--- src/design/ptb_pkg.sv ---
`timescale 1ns / 1ps

package ptb_pkg;

    // Bank geometry
    localparam int CHANNELS = 8;
    localparam int TIME_W   = 64;
    localparam int IVL_W    = 32;
    localparam int IDX_W    = (CHANNELS > 1) ? $clog2(CHANNELS) : 1;
    localparam int CNT_W    = $clog2(CHANNELS + 1);
    localparam int BIT_W    = $clog2(TIME_W);

    // Result field widths
    localparam int MASK_W   = 8;
    localparam int STAT_W   = 2;
    localparam int ACNT_W   = 4;

    // Stream widths
    localparam int S_DATA_W = 96;
    localparam int M_DATA_W = 16;

    // Add request outcome
    typedef enum logic [STAT_W-1:0] {
        ST_OK   = 2'd0,
        ST_ZERO = 2'd1,
        ST_DUP  = 2'd2,
        ST_FULL = 2'd3
    } t_add_status;

    // Controller states
    typedef enum logic [2:0] {
        S_IDLE,
        S_START,
        S_DUP,
        S_ADD,
        S_TLOAD,
        S_TDIV,
        S_TUPD,
        S_DONE
    } t_state;

    // Controller to datapath
    typedef struct packed {
        logic load;
        logic start;
        logic dup_step;
        logic add_commit;
        logic div_load;
        logic div_step;
        logic upd;
        logic emit;
    } t_dp_cmd;

    // Datapath to controller
    typedef struct packed {
        logic is_add;
        logic idx_last;
        logic div_done;
        logic out_free;
    } t_dp_stat;

endpackage

--- src/design/ptb_ctrl.sv ---
`timescale 1ns / 1ps

module ptb_ctrl (
    input  logic               i_clk,
    input  logic               i_rst_n,
    input  logic               i_in_valid,
    output logic               o_in_ready,
    input  ptb_pkg::t_dp_stat  i_stat,
    output ptb_pkg::t_dp_cmd   o_cmd
);
    import ptb_pkg::*;

    t_state r_state;
    t_state n_state;

    // State register
    always_ff @(posedge i_clk) begin
        if (!i_rst_n) begin
            r_state <= S_IDLE;
        end else begin
            r_state <= n_state;
        end
    end

    // Next state and datapath commands
    always_comb begin
        n_state    = r_state;
        o_cmd      = '0;
        o_in_ready = 1'b0;
        unique case (r_state)
            S_IDLE: begin
                o_in_ready = 1'b1;
                if (i_in_valid) begin
                    o_cmd.load = 1'b1;
                    n_state    = S_START;
                end
            end
            S_START: begin
                o_cmd.start = 1'b1;
                n_state     = i_stat.is_add ? S_DUP : S_TLOAD;
            end
            // walk all slots looking for the same interval
            S_DUP: begin
                o_cmd.dup_step = 1'b1;
                if (i_stat.idx_last) begin
                    n_state = S_ADD;
                end
            end
            S_ADD: begin
                o_cmd.add_commit = 1'b1;
                n_state          = S_DONE;
            end
            // per slot: load elapsed time, reduce, update
            S_TLOAD: begin
                o_cmd.div_load = 1'b1;
                n_state        = S_TDIV;
            end
            S_TDIV: begin
                o_cmd.div_step = 1'b1;
                if (i_stat.div_done) begin
                    n_state = S_TUPD;
                end
            end
            S_TUPD: begin
                o_cmd.upd = 1'b1;
                n_state   = i_stat.idx_last ? S_DONE : S_TLOAD;
            end
            S_DONE: begin
                if (i_stat.out_free) begin
                    o_cmd.emit = 1'b1;
                    n_state    = S_IDLE;
                end
            end
            default: begin
                n_state = S_IDLE;
            end
        endcase
    end

endmodule

--- src/design/ptb_dp.sv ---
`timescale 1ns / 1ps

module ptb_dp (
    input  logic                          i_clk,
    input  logic                          i_rst_n,
    input  ptb_pkg::t_dp_cmd              i_cmd,
    output ptb_pkg::t_dp_stat             o_stat,
    // request fields
    input  logic                          i_command,
    input  logic [ptb_pkg::TIME_W-1:0]    i_time_ms,
    input  logic [ptb_pkg::IVL_W-1:0]     i_interval_ms,
    // result register
    output logic                          o_valid,
    input  logic                          i_ready,
    output logic [ptb_pkg::MASK_W-1:0]    o_fired_mask,
    output logic [ptb_pkg::STAT_W-1:0]    o_add_status,
    output logic [ptb_pkg::ACNT_W-1:0]    o_active_count
);
    import ptb_pkg::*;

    // Captured request
    logic              r_cmd;
    logic [TIME_W-1:0] r_time;
    logic [IVL_W-1:0]  r_ivl;

    // Bank state
    logic [TIME_W-1:0] r_latest;
    logic              r_valid   [CHANNELS];
    logic [IVL_W-1:0]  r_ivl_mem [CHANNELS];
    logic [TIME_W-1:0] r_last_mem[CHANNELS];
    logic [CNT_W-1:0]  r_count;

    // Walk and remainder unit
    logic [IDX_W-1:0]  r_idx;
    logic              r_dup;
    logic [TIME_W-1:0] r_dividend;
    logic [IVL_W-1:0]  r_rem;
    logic [IVL_W-1:0]  r_per;
    logic [BIT_W-1:0]  r_bitcnt;
    logic              r_fire;
    logic [MASK_W-1:0] r_mask;
    t_add_status       r_status;

    // Result register
    logic              r_out_valid;
    logic [MASK_W-1:0] r_out_mask;
    t_add_status       r_out_status;
    logic [CNT_W-1:0]  r_out_count;

    logic [TIME_W-1:0] w_dt;
    logic [IVL_W-1:0]  w_sel_ivl;
    logic [IVL_W:0]    w_rem_sh;
    logic [IVL_W:0]    w_rem_sub;
    logic              w_full;

    assign w_sel_ivl = r_ivl_mem[r_idx];
    assign w_dt      = r_time - r_last_mem[r_idx];
    assign w_rem_sh  = {r_rem, r_dividend[TIME_W-1]};
    assign w_rem_sub = w_rem_sh - {1'b0, r_per};
    assign w_full    = (r_count == CNT_W'(CHANNELS));

    assign o_stat.is_add   = r_cmd;
    assign o_stat.idx_last = (r_idx == IDX_W'(CHANNELS - 1));
    assign o_stat.div_done = (r_bitcnt == {BIT_W{1'b1}});
    assign o_stat.out_free = !r_out_valid || i_ready;

    // Request capture and walk control
    always_ff @(posedge i_clk) begin
        if (i_cmd.load) begin
            r_cmd  <= i_command;
            r_time <= i_time_ms;
            r_ivl  <= i_interval_ms;
        end
        if (i_cmd.start) begin
            r_idx    <= '0;
            r_dup    <= 1'b0;
            r_mask   <= '0;
            r_status <= ST_OK;
        end
        if (i_cmd.dup_step) begin
            if (r_valid[r_idx] && w_sel_ivl == r_ivl) begin
                r_dup <= 1'b1;
            end
            r_idx <= r_idx + 1'b1;
        end
        // add outcome, zero test first, then duplicate, then full
        if (i_cmd.add_commit) begin
            priority if (r_ivl == '0) begin
                r_status <= ST_ZERO;
            end else if (r_dup) begin
                r_status <= ST_DUP;
            end else if (w_full) begin
                r_status <= ST_FULL;
            end else begin
                r_status <= ST_OK;
            end
        end
        // fired slots set their mask bit when they fall in the reported range
        if (i_cmd.upd) begin
            for (int j = 0; j < MASK_W; j++) begin
                if (r_fire && int'(r_idx) == j) begin
                    r_mask[j] <= 1'b1;
                end
            end
            r_idx <= r_idx + 1'b1;
        end
    end

    // Restoring remainder: one dividend bit a cycle
    always_ff @(posedge i_clk) begin
        if (i_cmd.div_load) begin
            r_dividend <= w_dt;
            r_per      <= w_sel_ivl;
            r_rem      <= '0;
            r_bitcnt   <= '0;
            r_fire     <= r_valid[r_idx] && (w_sel_ivl != '0) &&
                          (w_dt >= {{(TIME_W-IVL_W){1'b0}}, w_sel_ivl});
        end
        if (i_cmd.div_step) begin
            r_dividend <= {r_dividend[TIME_W-2:0], 1'b0};
            r_bitcnt   <= r_bitcnt + 1'b1;
            if (!w_rem_sub[IVL_W]) begin
                r_rem <= w_rem_sub[IVL_W-1:0];
            end else begin
                r_rem <= w_rem_sh[IVL_W-1:0];
            end
        end
    end

    // Slot tables; last trigger moves to now minus elapsed mod interval
    always_ff @(posedge i_clk) begin
        if (i_cmd.add_commit && r_ivl != '0 && !r_dup && !w_full) begin
            r_ivl_mem[r_count[IDX_W-1:0]]  <= r_ivl;
            r_last_mem[r_count[IDX_W-1:0]] <= r_latest;
        end
        if (i_cmd.upd && r_fire) begin
            r_last_mem[r_idx] <= r_time - {{(TIME_W-IVL_W){1'b0}}, r_rem};
        end
    end

    // Valid bits, slot count, latest time
    always_ff @(posedge i_clk) begin
        if (!i_rst_n) begin
            r_latest <= '0;
            r_count  <= '0;
            for (int k = 0; k < CHANNELS; k++) begin
                r_valid[k] <= 1'b0;
            end
        end else begin
            if (i_cmd.start && !r_cmd) begin
                r_latest <= r_time;
            end
            if (i_cmd.add_commit && r_ivl != '0 && !r_dup && !w_full) begin
                r_valid[r_count[IDX_W-1:0]] <= 1'b1;
                r_count                     <= r_count + 1'b1;
            end
        end
    end

    // Result register
    always_ff @(posedge i_clk) begin
        if (!i_rst_n) begin
            r_out_valid <= 1'b0;
        end else if (i_cmd.emit) begin
            r_out_valid <= 1'b1;
        end else if (i_ready) begin
            r_out_valid <= 1'b0;
        end
    end

    always_ff @(posedge i_clk) begin
        if (i_cmd.emit) begin
            r_out_mask   <= r_mask;
            r_out_status <= r_status;
            r_out_count  <= r_count;
        end
    end

    assign o_valid        = r_out_valid;
    assign o_fired_mask   = r_out_mask;
    assign o_add_status   = r_out_status;
    assign o_active_count = ACNT_W'(r_out_count);

endmodule

--- src/design/periodic_timer_bank.sv ---
`timescale 1ns / 1ps

// Channel   Signals                      Contents (lowest bit first)
// s_axis    tvalid/tready/tdata/tuser    tdata: time_ms[63:0], interval_ms[95:64]
//                                        tuser: command (0 tick, 1 add)
// m_axis    tvalid/tready/tdata          tdata: fired_mask[7:0], add_status[9:8],
//                                        active_count[13:10], zero [15:14]
//
// One request at a time. An add walks all 8 slots for duplicates before it
// commits; a tick runs the 64-step remainder unit once per slot. A new request
// is taken while the previous result waits in the output register; a stalled
// output only holds the next result. Reset is synchronous, active low, and
// clears all slots.

module periodic_timer_bank (
    input  logic                           i_clk,
    input  logic                           i_rst_n,
    input  logic                           s_axis_tvalid,
    output logic                           s_axis_tready,
    input  logic [ptb_pkg::S_DATA_W-1:0]   s_axis_tdata,  // time_ms, interval_ms
    input  logic                           s_axis_tuser,  // command
    output logic                           m_axis_tvalid,
    input  logic                           m_axis_tready,
    output logic [ptb_pkg::M_DATA_W-1:0]   m_axis_tdata   // fired_mask, add_status,
                                                          // active_count, pad
);
    import ptb_pkg::*;

    t_dp_cmd           w_cmd;
    t_dp_stat          w_stat;
    logic [MASK_W-1:0] w_mask;
    logic [STAT_W-1:0] w_status;
    logic [ACNT_W-1:0] w_count;

    ptb_ctrl u_ctrl (
        .i_clk      (i_clk),
        .i_rst_n    (i_rst_n),
        .i_in_valid (s_axis_tvalid),
        .o_in_ready (s_axis_tready),
        .i_stat     (w_stat),
        .o_cmd      (w_cmd)
    );

    ptb_dp u_dp (
        .i_clk          (i_clk),
        .i_rst_n        (i_rst_n),
        .i_cmd          (w_cmd),
        .o_stat         (w_stat),
        .i_command      (s_axis_tuser),
        .i_time_ms      (s_axis_tdata[TIME_W-1:0]),
        .i_interval_ms  (s_axis_tdata[TIME_W+IVL_W-1:TIME_W]),
        .o_valid        (m_axis_tvalid),
        .i_ready        (m_axis_tready),
        .o_fired_mask   (w_mask),
        .o_add_status   (w_status),
        .o_active_count (w_count)
    );

    assign m_axis_tdata = {{(M_DATA_W-MASK_W-STAT_W-ACNT_W){1'b0}}, w_count, w_status, w_mask};

    // Busy after taking a request
    a_busy_after_accept: assert property (@(posedge i_clk) disable iff (!i_rst_n)
        (s_axis_tvalid && s_axis_tready) |=> !s_axis_tready)
        else $error("ready while a request is in progress");

    // A result is only moved into the output register when it is free
    a_emit_free: assert property (@(posedge i_clk) disable iff (!i_rst_n)
        w_cmd.emit |-> (!m_axis_tvalid || m_axis_tready))
        else $error("result register overwritten");

    // Rejected add results carry no fired slots
    a_add_no_mask: assert property (@(posedge i_clk) disable iff (!i_rst_n)
        (m_axis_tvalid && w_status != ST_OK) |-> (w_mask == '0))
        else $error("fired mask on a rejected add");

    // Active count never exceeds the bank size
    a_count_range: assert property (@(posedge i_clk) disable iff (!i_rst_n)
        m_axis_tvalid |-> (int'(w_count) <= CHANNELS))
        else $error("active count out of range");

endmodule

--- config.mk ---
export PLATFORM = sky130hd
export DESIGN_NAME = periodic_timer_bank
export DESIGN_NICKNAME = d
export VERILOG_FILES = /design/src/design/ptb_pkg.sv /design/src/design/ptb_ctrl.sv /design/src/design/ptb_dp.sv /design/src/design/periodic_timer_bank.sv
export SDC_FILE = /design/constraint.sdc
export NUM_CORES = 1
export LEC_CHECK = 0
export BUFFER_PORTS_ARGS = -buffer_cell sky130_fd_sc_hd__buf_2
export CORE_MARGIN = 2
export CORE_UTILIZATION = 25
export CTS_BUF_LIST = sky130_fd_sc_hd__clkbuf_4
export DETAILED_ROUTE_END_ITERATION = 8
export PLACE_DENSITY = 0.41
export SYNTH_ARGS = -nofsm -noshare
export SYNTH_HDL_FRONTEND = slang
export SYNTH_SLANG_ARGS = --single-unit
--- constraint.sdc ---
create_clock -name i_clk -period 17.02 [get_ports i_clk]
set_input_delay 3.404 -clock i_clk [delete_from_list [all_inputs] [get_ports i_clk]]
set_output_delay 3.404 -clock i_clk [all_outputs]
set_load 0.005 [all_outputs]
* After elaboration in Yosys (flattened, before gate mapping)
Memory sizes are Yosys's and may differ from the RTL's. A register that Yosys moved wholly into a read port is not among the register bits.
Index checks and enable logic that the tools add are counted.
** Word-level totals
- Register bits after elaboration :: 332
- Bits in writable memories :: 776
- Input port bits :: 101
- Memories kept :: 3
** Memory list
- u_dp.r_last_mem :: words 8, width 64, read ports 1, clocked after memory_dff 1, wr ports 1, line ptb_dp.sv:30 : logic [TIME_W-1:0] r_last_mem[CHANNELS];
- u_dp.r_ivl_mem :: words 8, width 32, read ports 1, clocked after memory_dff 1, wr ports 1, line ptb_dp.sv:29 : logic [IVL_W-1:0] r_ivl_mem [CHANNELS];
- u_dp.r_valid :: words 8, width 1, read ports 1, clocked after memory_dff 1, wr ports 8, line ptb_dp.sv:28 : logic r_valid [CHANNELS];
** Cells by class
- $add $sub $neg :: 6
- Magnitude comparators :: 1
- Equality and inequality tests :: 22
- Mux-type cells :: 64
- Reduce and logical (&&, ||, !) cells :: 33
** Operators by type and width (number)
- two-way mux 64 bit :: 3
- two-way mux 32 bit :: 3
- greater-or-equal comparator 64 x 32 -> 1 bit :: 1
- nonzero test 32 bit :: 2
- OR reduction 64 bit :: 1
- subtractor 64 x 32 -> 64 bit :: 1
- subtractor 64 bit :: 1
- two-way mux 3 bit :: 13
- two-way mux 1 bit :: 34
- subtractor 33 x 32 -> 33 bit :: 1
- == test 32 bit :: 1
- zero test 32 bit :: 1
- == test 3 bit (second input constant) :: 9
- one-hot mux 3 bit (8 select lines) :: 1
- logical AND 1 bit :: 16
- two-way mux 8 bit :: 2
- == test 3 x 2 -> 1 bit (second input constant) :: 4
- two-way mux 2 bit :: 6
- two-way mux 6 bit :: 2
- adder 6 x 1 -> 6 bit (second input constant) :: 1
- == test 3 x 1 -> 1 bit (second input constant) :: 2
- == test 6 bit (second input constant) :: 1
- zero test 3 bit :: 2
- != test 2 x 1 -> 1 bit (second input constant) :: 3
- 10 further kinds :: 15

* Logic depth before layout (Yosys ltp)
Gate-level depths: netlist of run 1.
- Depth in word-level cells :: 10
- Mapped depth :: 30

* Hierarchy
A second synthesis of run 1 with hierarchy kept.
** Unflattened totals
- Cell total of the unflattened synthesis :: 4683
- Area total of the unflattened synthesis :: 56067.5 um^2
** Modules (own cells, without submodules)
- ptb_dp :: instances 1, cells an instance 4642, area an instance 55759.7 um^2, sequential area each 32371.0 um^2
- ptb_ctrl :: instances 1, cells an instance 38, area an instance 289.0 um^2, sequential area each 60.1 um^2
- periodic_timer_bank :: instances 1, cells an instance 3, area an instance 18.8 um^2, sequential area each 0.0 um^2

* Least setup slack after synthesis of run 1
No wires, ideal clock.
- Path type :: flip-flop to flip-flop
- Start point :: register with a tool-made name
- End point :: register u_dp.r_fire (data pin)
- Library setup time :: 262 ps
- Arrival time :: 6992 ps
- Path slack :: 9767 ps
- Cell stages (with the launch flop) :: 27
- Path buffers :: 5
- Clock period less this slack :: 7253 ps
- Cell sequence :: dfxtp_1 -> clkbuf_1 -> buf_2 -> buf_1 -> clkbuf_1 -> buf_1 -> mux4_2 -> mux2i_1 -> ha_1 -> nor2b_1 -> o2111ai_1 -> nand2_1 -> a31oi_1 -> o311ai_0 -> a21oi_1 -> o21ai_0 -> a21oi_1 -> xnor2_1 -> ha_1 -> a221oi_1 -> o311a_1 -> o211ai_1 -> or4_1 -> or4_1 -> nor4_1 -> and4bb_1 -> nor3_1
** RTL lines
- end signal: assignment :: line ptb_dp.sv:116 : r_fire <= r_valid[r_idx] && (w_sel_ivl != '0) &&
- end: declaration :: line ptb_dp.sv:40 : logic r_fire;

==> flow_summary.ini, run 1 <==
[status]
status = finished clean

[synth]
synth_cells = 3645
synth_commonest_cells = edfxtp_1 (1,018), nand2_1 (328), nor2_1 (237), mux4_2 (194), a21oi_1 (178)
synth_top_area_frac = 0.593
yosys.area.top_type = edfxtp_1
synth_seq_area_share = 0.629
yosys_warnings = 0
syn_area_per_cell_um2 = 14.2
synth_edf_count = 1018
synth_area_leaders = edfxtp_1 (59%), mux4_2 (8.5%), ha_1 (4.1%)
ys.flop_type = edfxtp_1
synthesis.area_um2 = 51600
async_flop_share = 0
synth_most_common_cell = edfxtp_1
ys_ff_latch = 1111
synth.distinct_cells = 84

[clocking]
htreeDepth = 5
clock_latency_ns = 1.36
clk_pin_slew_ns = 0.07
cts.sinks = 1111
cts_root_buf = clkbuf_4
cts_buffer_depth = 4
cts_buffers = 327
ctsHoldBuffers = 0
cts_resized = 0
cts_tree = built
cts_setup_buffers = 0

[floorplanning]
dieHeight_um = 458
rows = 166
die_w_um = 458
initial_utilization = 0.252
dieArea_um2 = 210000
ioPinCount = 119
core_um2 = 205000

[sta]
finalCritPeriodShare = 0.517
finalHoldViolCount = 0
setup_tns_ns = 0
period_minus_slack_ns = 8.80
finClkSkew_ns = 0.147
worst_pin_slew_ns = 1.18
rsz0062_at_grt = false
hold_slack_ns = 0.443
slew_violations = 0
setup_viol = 0
fmax_mhz = 114
max-slew-margin-rel = 0.204

[pwr]
leakage_nw = 20.9
p_per_area_nw_per_um2 = 148
worst_ir_drop_vdd_mv = 0.0797

[worst_hold_path]
holdPathStages = 0
min_path_type = flip-flop to flip-flop
min_to = u_dp.o_fired_mask[7]$_DFFE_PP_
worstHoldStart = u_dp.r_mask[7]$_DFF_P_

[final_layout]
ff_latch_area_um2 = 32400
layout-drive-gt1-share = 0.226
nets = 4279
n_fill_cell = 20900
multi_input_area_um2 = 18100
syn_to_final_growth_pct = 15.8

[worst_setup_path]
r2r_cells = 23
path_max_fanout = 38
path_class = flip-flop to flip-flop
reg2reg_to = u_dp.r_fire$_DFFE_PP_
start_kind = flip-flop
rrSetupSlack_ns = 8.22
end_kind = flip-flop
worstPathArrival_ns = 9.84
cp.required_ns = 18.06

[routing]
drc_errors = 0
vias = 32500
dr.pass1.iters = 8
ant_nets = 0
vias_per_cell = 4.69
wl_per_cell_um = 23.5
drt_wl_total_mm = 163
dr.first_iter.drc_count = 2405

[grt]
grt_max_degree = 97
grt_pass1_wl_mm = 236
grt-ovfl-total = 0
grt_antenna_before_repair = 5
track_usage = 0.153
grt_pass1_vias = 33600

[placed_design]
port-buffer-count = 116
place_congestion = 0.838
dpl.hpwl_mm = 105

[job]
drv_cap = 0
metrics by stage:
step                      cell area, µm²  utilization  total power [mW]  setup slack [ns]  std cells
after floorplan                    51600            -              5.34              9.77       3646
after detailed placement           55700        0.272              6.37              8.17       6365
after CTS                          59700        0.292              8.97              8.15       6930
final                              59700        0.292              8.83              8.22       6935
after global placement             55700        0.272              6.39              8.36       6365
after global routing               59700        0.292              9.37              7.56       6934
routing by layer:
| metal | share of wire | vias to the layer above | track usage |
|---|---|---|---|
| li1 | - | 14900 | - |
| met1 | 0.44 | 16600 | 0.199 |
| met2 | 0.49 | 799 | 0.259 |
| met4 | 0.023 | 0 | 0.0493 |
| met3 | 0.041 | 225 | 0.0275 |
| met5 | 0 | - | 0 |
cells in the final DEF, fill, tap and decap left out, drive strengths merged, types with 21 or more instances in the layout:
| master | n |
|---|---|
| edfxtp | 1018 |
| o21bai | 22 |
| nand3 | 39 |
| nand2 | 328 |
| buf | 198 |
| o21ai | 146 |
| nor2 | 237 |
| xor2 | 61 |
| o31ai | 21 |
| or3 | 21 |
| clkbuf | 494 |
| xnor2 | 105 |
| nor4 | 31 |
| o21a | 27 |
| a21oi | 183 |
| nor3 | 41 |
| mux2i | 154 |
| nand4 | 47 |
| inv | 155 |
| mux4 | 194 |
| clkinv | 64 |
| a21boi | 73 |
| ha | 169 |
| a21o | 71 |
| dfxtp | 93 |
final cells by class:
class / instances / area share
sequential: 1111 / 0.543
tap: 2688 / 0.0563
inverter: 150 / 0.00947
clock inverter: 71 / 0.00559
antenna: 5 / 0.000209
clock buffer: 494 / 0.0621
multi-input combinational: 2218 / 0.303
timing repair buffer: 198 / 0.0203
sequential cells by signal, indices dropped and copies added, names as in the netlist, 2 cells and up, named ones only:
name,count
u_dp.o_add_status,2
u_dp.r_rem,32
u_dp.r_status,2
u_ctrl.r_state,3
u_dp.r_time,64
u_dp.r_bitcnt,6
u_dp.o_fired_mask,8
u_dp.r_ivl,32
u_dp.r_idx,3
u_dp.r_ivl_mem,256
u_dp.o_active_count,4
u_dp.r_count,4
u_dp.r_dividend,64
u_dp.r_per,32
u_dp.r_mask,8
u_dp.r_latest,64
u_dp.r_valid,8
u_dp.r_last_mem,512
report_power, final:
| group | switching, mW | total, mW | internal [mW] |
|---|---|---|---|
| clock | 1.18 | 2.53 | 1.35 |
| sequential | 0.161 | 3.30 | 3.14 |
| combinational | 1.84 | 3.00 | 1.16 |
| total | 3.18 | 8.83 | 5.64 |
logic make-up (layout without fill, tap and decap cells):
kind of cell / after synthesis / in the layout / share of synthesized area
other: 1 / 7 / 0.0000727
AO/OA/AOI/OAI: 683 / 683 / 0.0873
buffers and inverters: 317 / 913 / 0.0240
multiplexers: 352 / 352 / 0.115
XOR/XNOR: 166 / 166 / 0.0283
AND/OR/NAND/NOR: 843 / 843 / 0.0740
adder cells (fa/ha/maj): 172 / 172 / 0.0422
flip-flops: 1111 / 1111 / 0.629
critical path: stages (launching register included):
cell and delay [ns]:
dfxtp_4 0.74, buf_4 0.76, buf_4 0.68, mux4_2 0.59, mux2i_1 0.37, ha_1 0.31
nor2b_1 0.15, o2111ai_1 0.31, nand2_1 0.18, a31oi_1 0.38, o311ai_0 0.31, a21oi_1 0.49
o21ai_0 0.25, a21oi_1 0.22, xnor2_1 0.18, ha_1 0.31, a221oi_1 0.33, o311a_1 0.24
o211ai_1 0.10, or4_1 0.50, or4_1 0.42, nor4_1 0.26, and4bb_1 0.25, nor3_1 0.06
worst max path at each step:
stage | start | end | slack [ns]
finish | flip-flop | u_dp.r_fire$_DFFE_PP_ | 8.22
global route | flip-flop | u_dp.r_fire$_DFFE_PP_ | 7.56
CTS | flip-flop | u_dp.r_fire$_DFFE_PP_ | 8.15
detailed placement | flip-flop | u_dp.r_fire$_DFFE_PP_ | 8.17
global placement | flip-flop | u_dp.r_fire$_DFFE_PP_ | 8.36
floorplan | flip-flop | u_dp.r_fire$_DFFE_PP_ | 9.77
No activity file was read; power rests on OpenSTA's default activity.
==> inputs of run 2 (changes only) <==
Clock period 17.02 ns to 8.9 ns, I/O delays scaled along.
==> flow_summary.ini, run 2 (synthesized netlist as in run 1, its figures left out) <==
[floorplanning]
die_w_um = 458
ioPinCount = 119
core_um2 = 205000
rows = 166
dieHeight_um = 458
initial_utilization = 0.252
dieArea_um2 = 210000

[placed_design]
place_congestion = 0.853
port-buffer-count = 116
dpl.hpwl_mm = 107

[worst_setup_path]
path_max_fanout = 29
end_kind = flip-flop
r2r_cells = 21
cp.required_ns = 9.91
worstPathArrival_ns = 8.17
path_class = flip-flop to flip-flop
start_kind = flip-flop

[pwr]
leakage_nw = 20.9
comb_power_share = 0.340
p_clk_frac = 0.286
p_int_mw = 10.8
finalPower_mw = 16.9
p_seq_frac = 0.374
p_per_area_nw_per_um2 = 282
p_switching_mw = 6.07
worst_ir_drop_vdd_mv = 0.138
swShare = 0.360

[clocking]
clk_pin_slew_ns = 0.07
cts_buffer_depth = 4
cts_tree = built
cts_root_buf = clkbuf_4
cts_buffers = 326
clock_latency_ns = 1.35
cts_setup_buffers = 0
ctsHoldBuffers = 0
cts.sinks = 1111
htreeDepth = 5
cts_resized = 0

[sta]
setup_viol = 0
rsz0062_at_grt = false
slew_violations = 0
finalHoldViolCount = 0
finalCritPeriodShare = 0.805
worst_pin_slew_ns = 1.23
period_minus_slack_ns = 7.16
max-slew-margin-rel = 0.170
setup_tns_ns = 0
fmax_mhz = 140
finClkSkew_ns = 0.101

[final_layout]
n_fill_cell = 20900
max_flop_register = u_dp.r_last_mem
nets = 4277
layout-drive-gt1-share = 0.225
syn_to_final_growth_pct = 15.8
multi_input_area_um2 = 18100
ff_latch_area_um2 = 32400
final_cell_mix = edfxtp_1 (1,018), clkbuf_4 (479), nand2_1 (328)
layout_commonest_cell = edfxtp_1
largest_reg_flops = 512

[routing]
dr.pass1.iters = 5
drc_errors = 0
dr.first_iter.drc_count = 2291
drt_wl_total_mm = 164
ant_nets = 0
wl_per_cell_um = 23.6
vias_per_cell = 4.72
vias = 32700

[worst_hold_path]
min_path_type = flip-flop to flip-flop
holdPathStages = 0

[grt]
grt_antenna_before_repair = 5
track_usage = 0.154
grt_pass1_vias = 33500
grt_max_degree = 74
grt_pass1_wl_mm = 236
grt-ovfl-total = 0

[status]
status = finished clean

[job]
drv_cap = 0
-- run 2: changes by cell type in the layout (fill, tap and decap cells not counted), sizes merged --
cell / previous run / this run
diode: 5 / 11
clkinvlp: 0 / 1
bufinv: 2 / 5
clkbuf: 494 / 479
inv: 155 / 154
buf: 198 / 197
clkinv: 64 / 63
-- run 2: final timing paths --
path                                  startpoint                              to  slack (ns)
setup / recovery                       flip-flop           u_dp.r_fire$_DFFE_PP_        1.74
hold / removal    u_dp.r_status[1]$_SDFFCE_PP0P_  u_dp.o_add_status[1]$_DFFE_PP_        0.42
setup reg to reg                       flip-flop           u_dp.r_fire$_DFFE_PP_        1.74
hold reg to reg   u_dp.r_status[1]$_SDFFCE_PP0P_  u_dp.o_add_status[1]$_DFFE_PP_        0.42
-- run 2: power groups by stage --
stage	combinational [mW]	sequential, mW	clock, mW
finish	5.73	6.31	4.83
global route	6.30	6.34	5.29
CTS	5.81	6.33	5.04
detailed placement	5.78	6.44	0
global placement	5.81	6.44	0
floorplan	4.01	6.21	0
-- run 2: metrics by stage --
step	setup slack, ns	cells	instance area, µm²	hold slack [ns]	util
6_report	1.74	6927	59800	0.421	0.292
5_1_grt	1.28	6925	59700	0.441	0.292
3_5_place_dp	1.83	6364	55700	0.406	0.272
3_3_place_gp	1.89	6364	55700	0.409	0.272
2_1_floorplan	1.65	3646	51600	0.400	-
4_1_cts	1.78	6916	59700	0.423	0.292
-- run 2: per-layer routing --
layer / vias up / global-route usage / routed length [µm]
met5: - / 0 / 13
met4: 2 / 0.0492 / 3910
met3: 254 / 0.0270 / 6800
met2: 827 / 0.264 / 81800
met1: 16700 / 0.197 / 71100
li1: 14900 / - / -
-- run 2: worst max-delay path, stage by stage, from the launching register on --
cell       delay [ns]
dfxtp_4          0.79
mux4_2           0.58
mux2i_1          0.33
ha_1             0.29
nor2b_1          0.15
o2111ai_1        0.37
nand2_1          0.19
a31oi_1          0.35
o311ai_0         0.30
a21oi_1          0.46
o21ai_0          0.24
a21oi_1          0.21
xnor2_1          0.18
ha_1             0.30
a221oi_1         0.31
o311a_1          0.23
o211ai_1         0.10
or4_1            0.50
or4_1            0.41
nor4_1           0.26
and4bb_1         0.25
nor3_1           0.05
-- run 2: cell type report --
type	count	area share
sequential	1111	0.543
multi-input combinational	2218	0.303
clock buffer	479	0.0602
tap	2688	0.0563
timing repair buffer	197	0.0206
inverter	150	0.00946
clock inverter	73	0.00708
antenna	11	0.000461
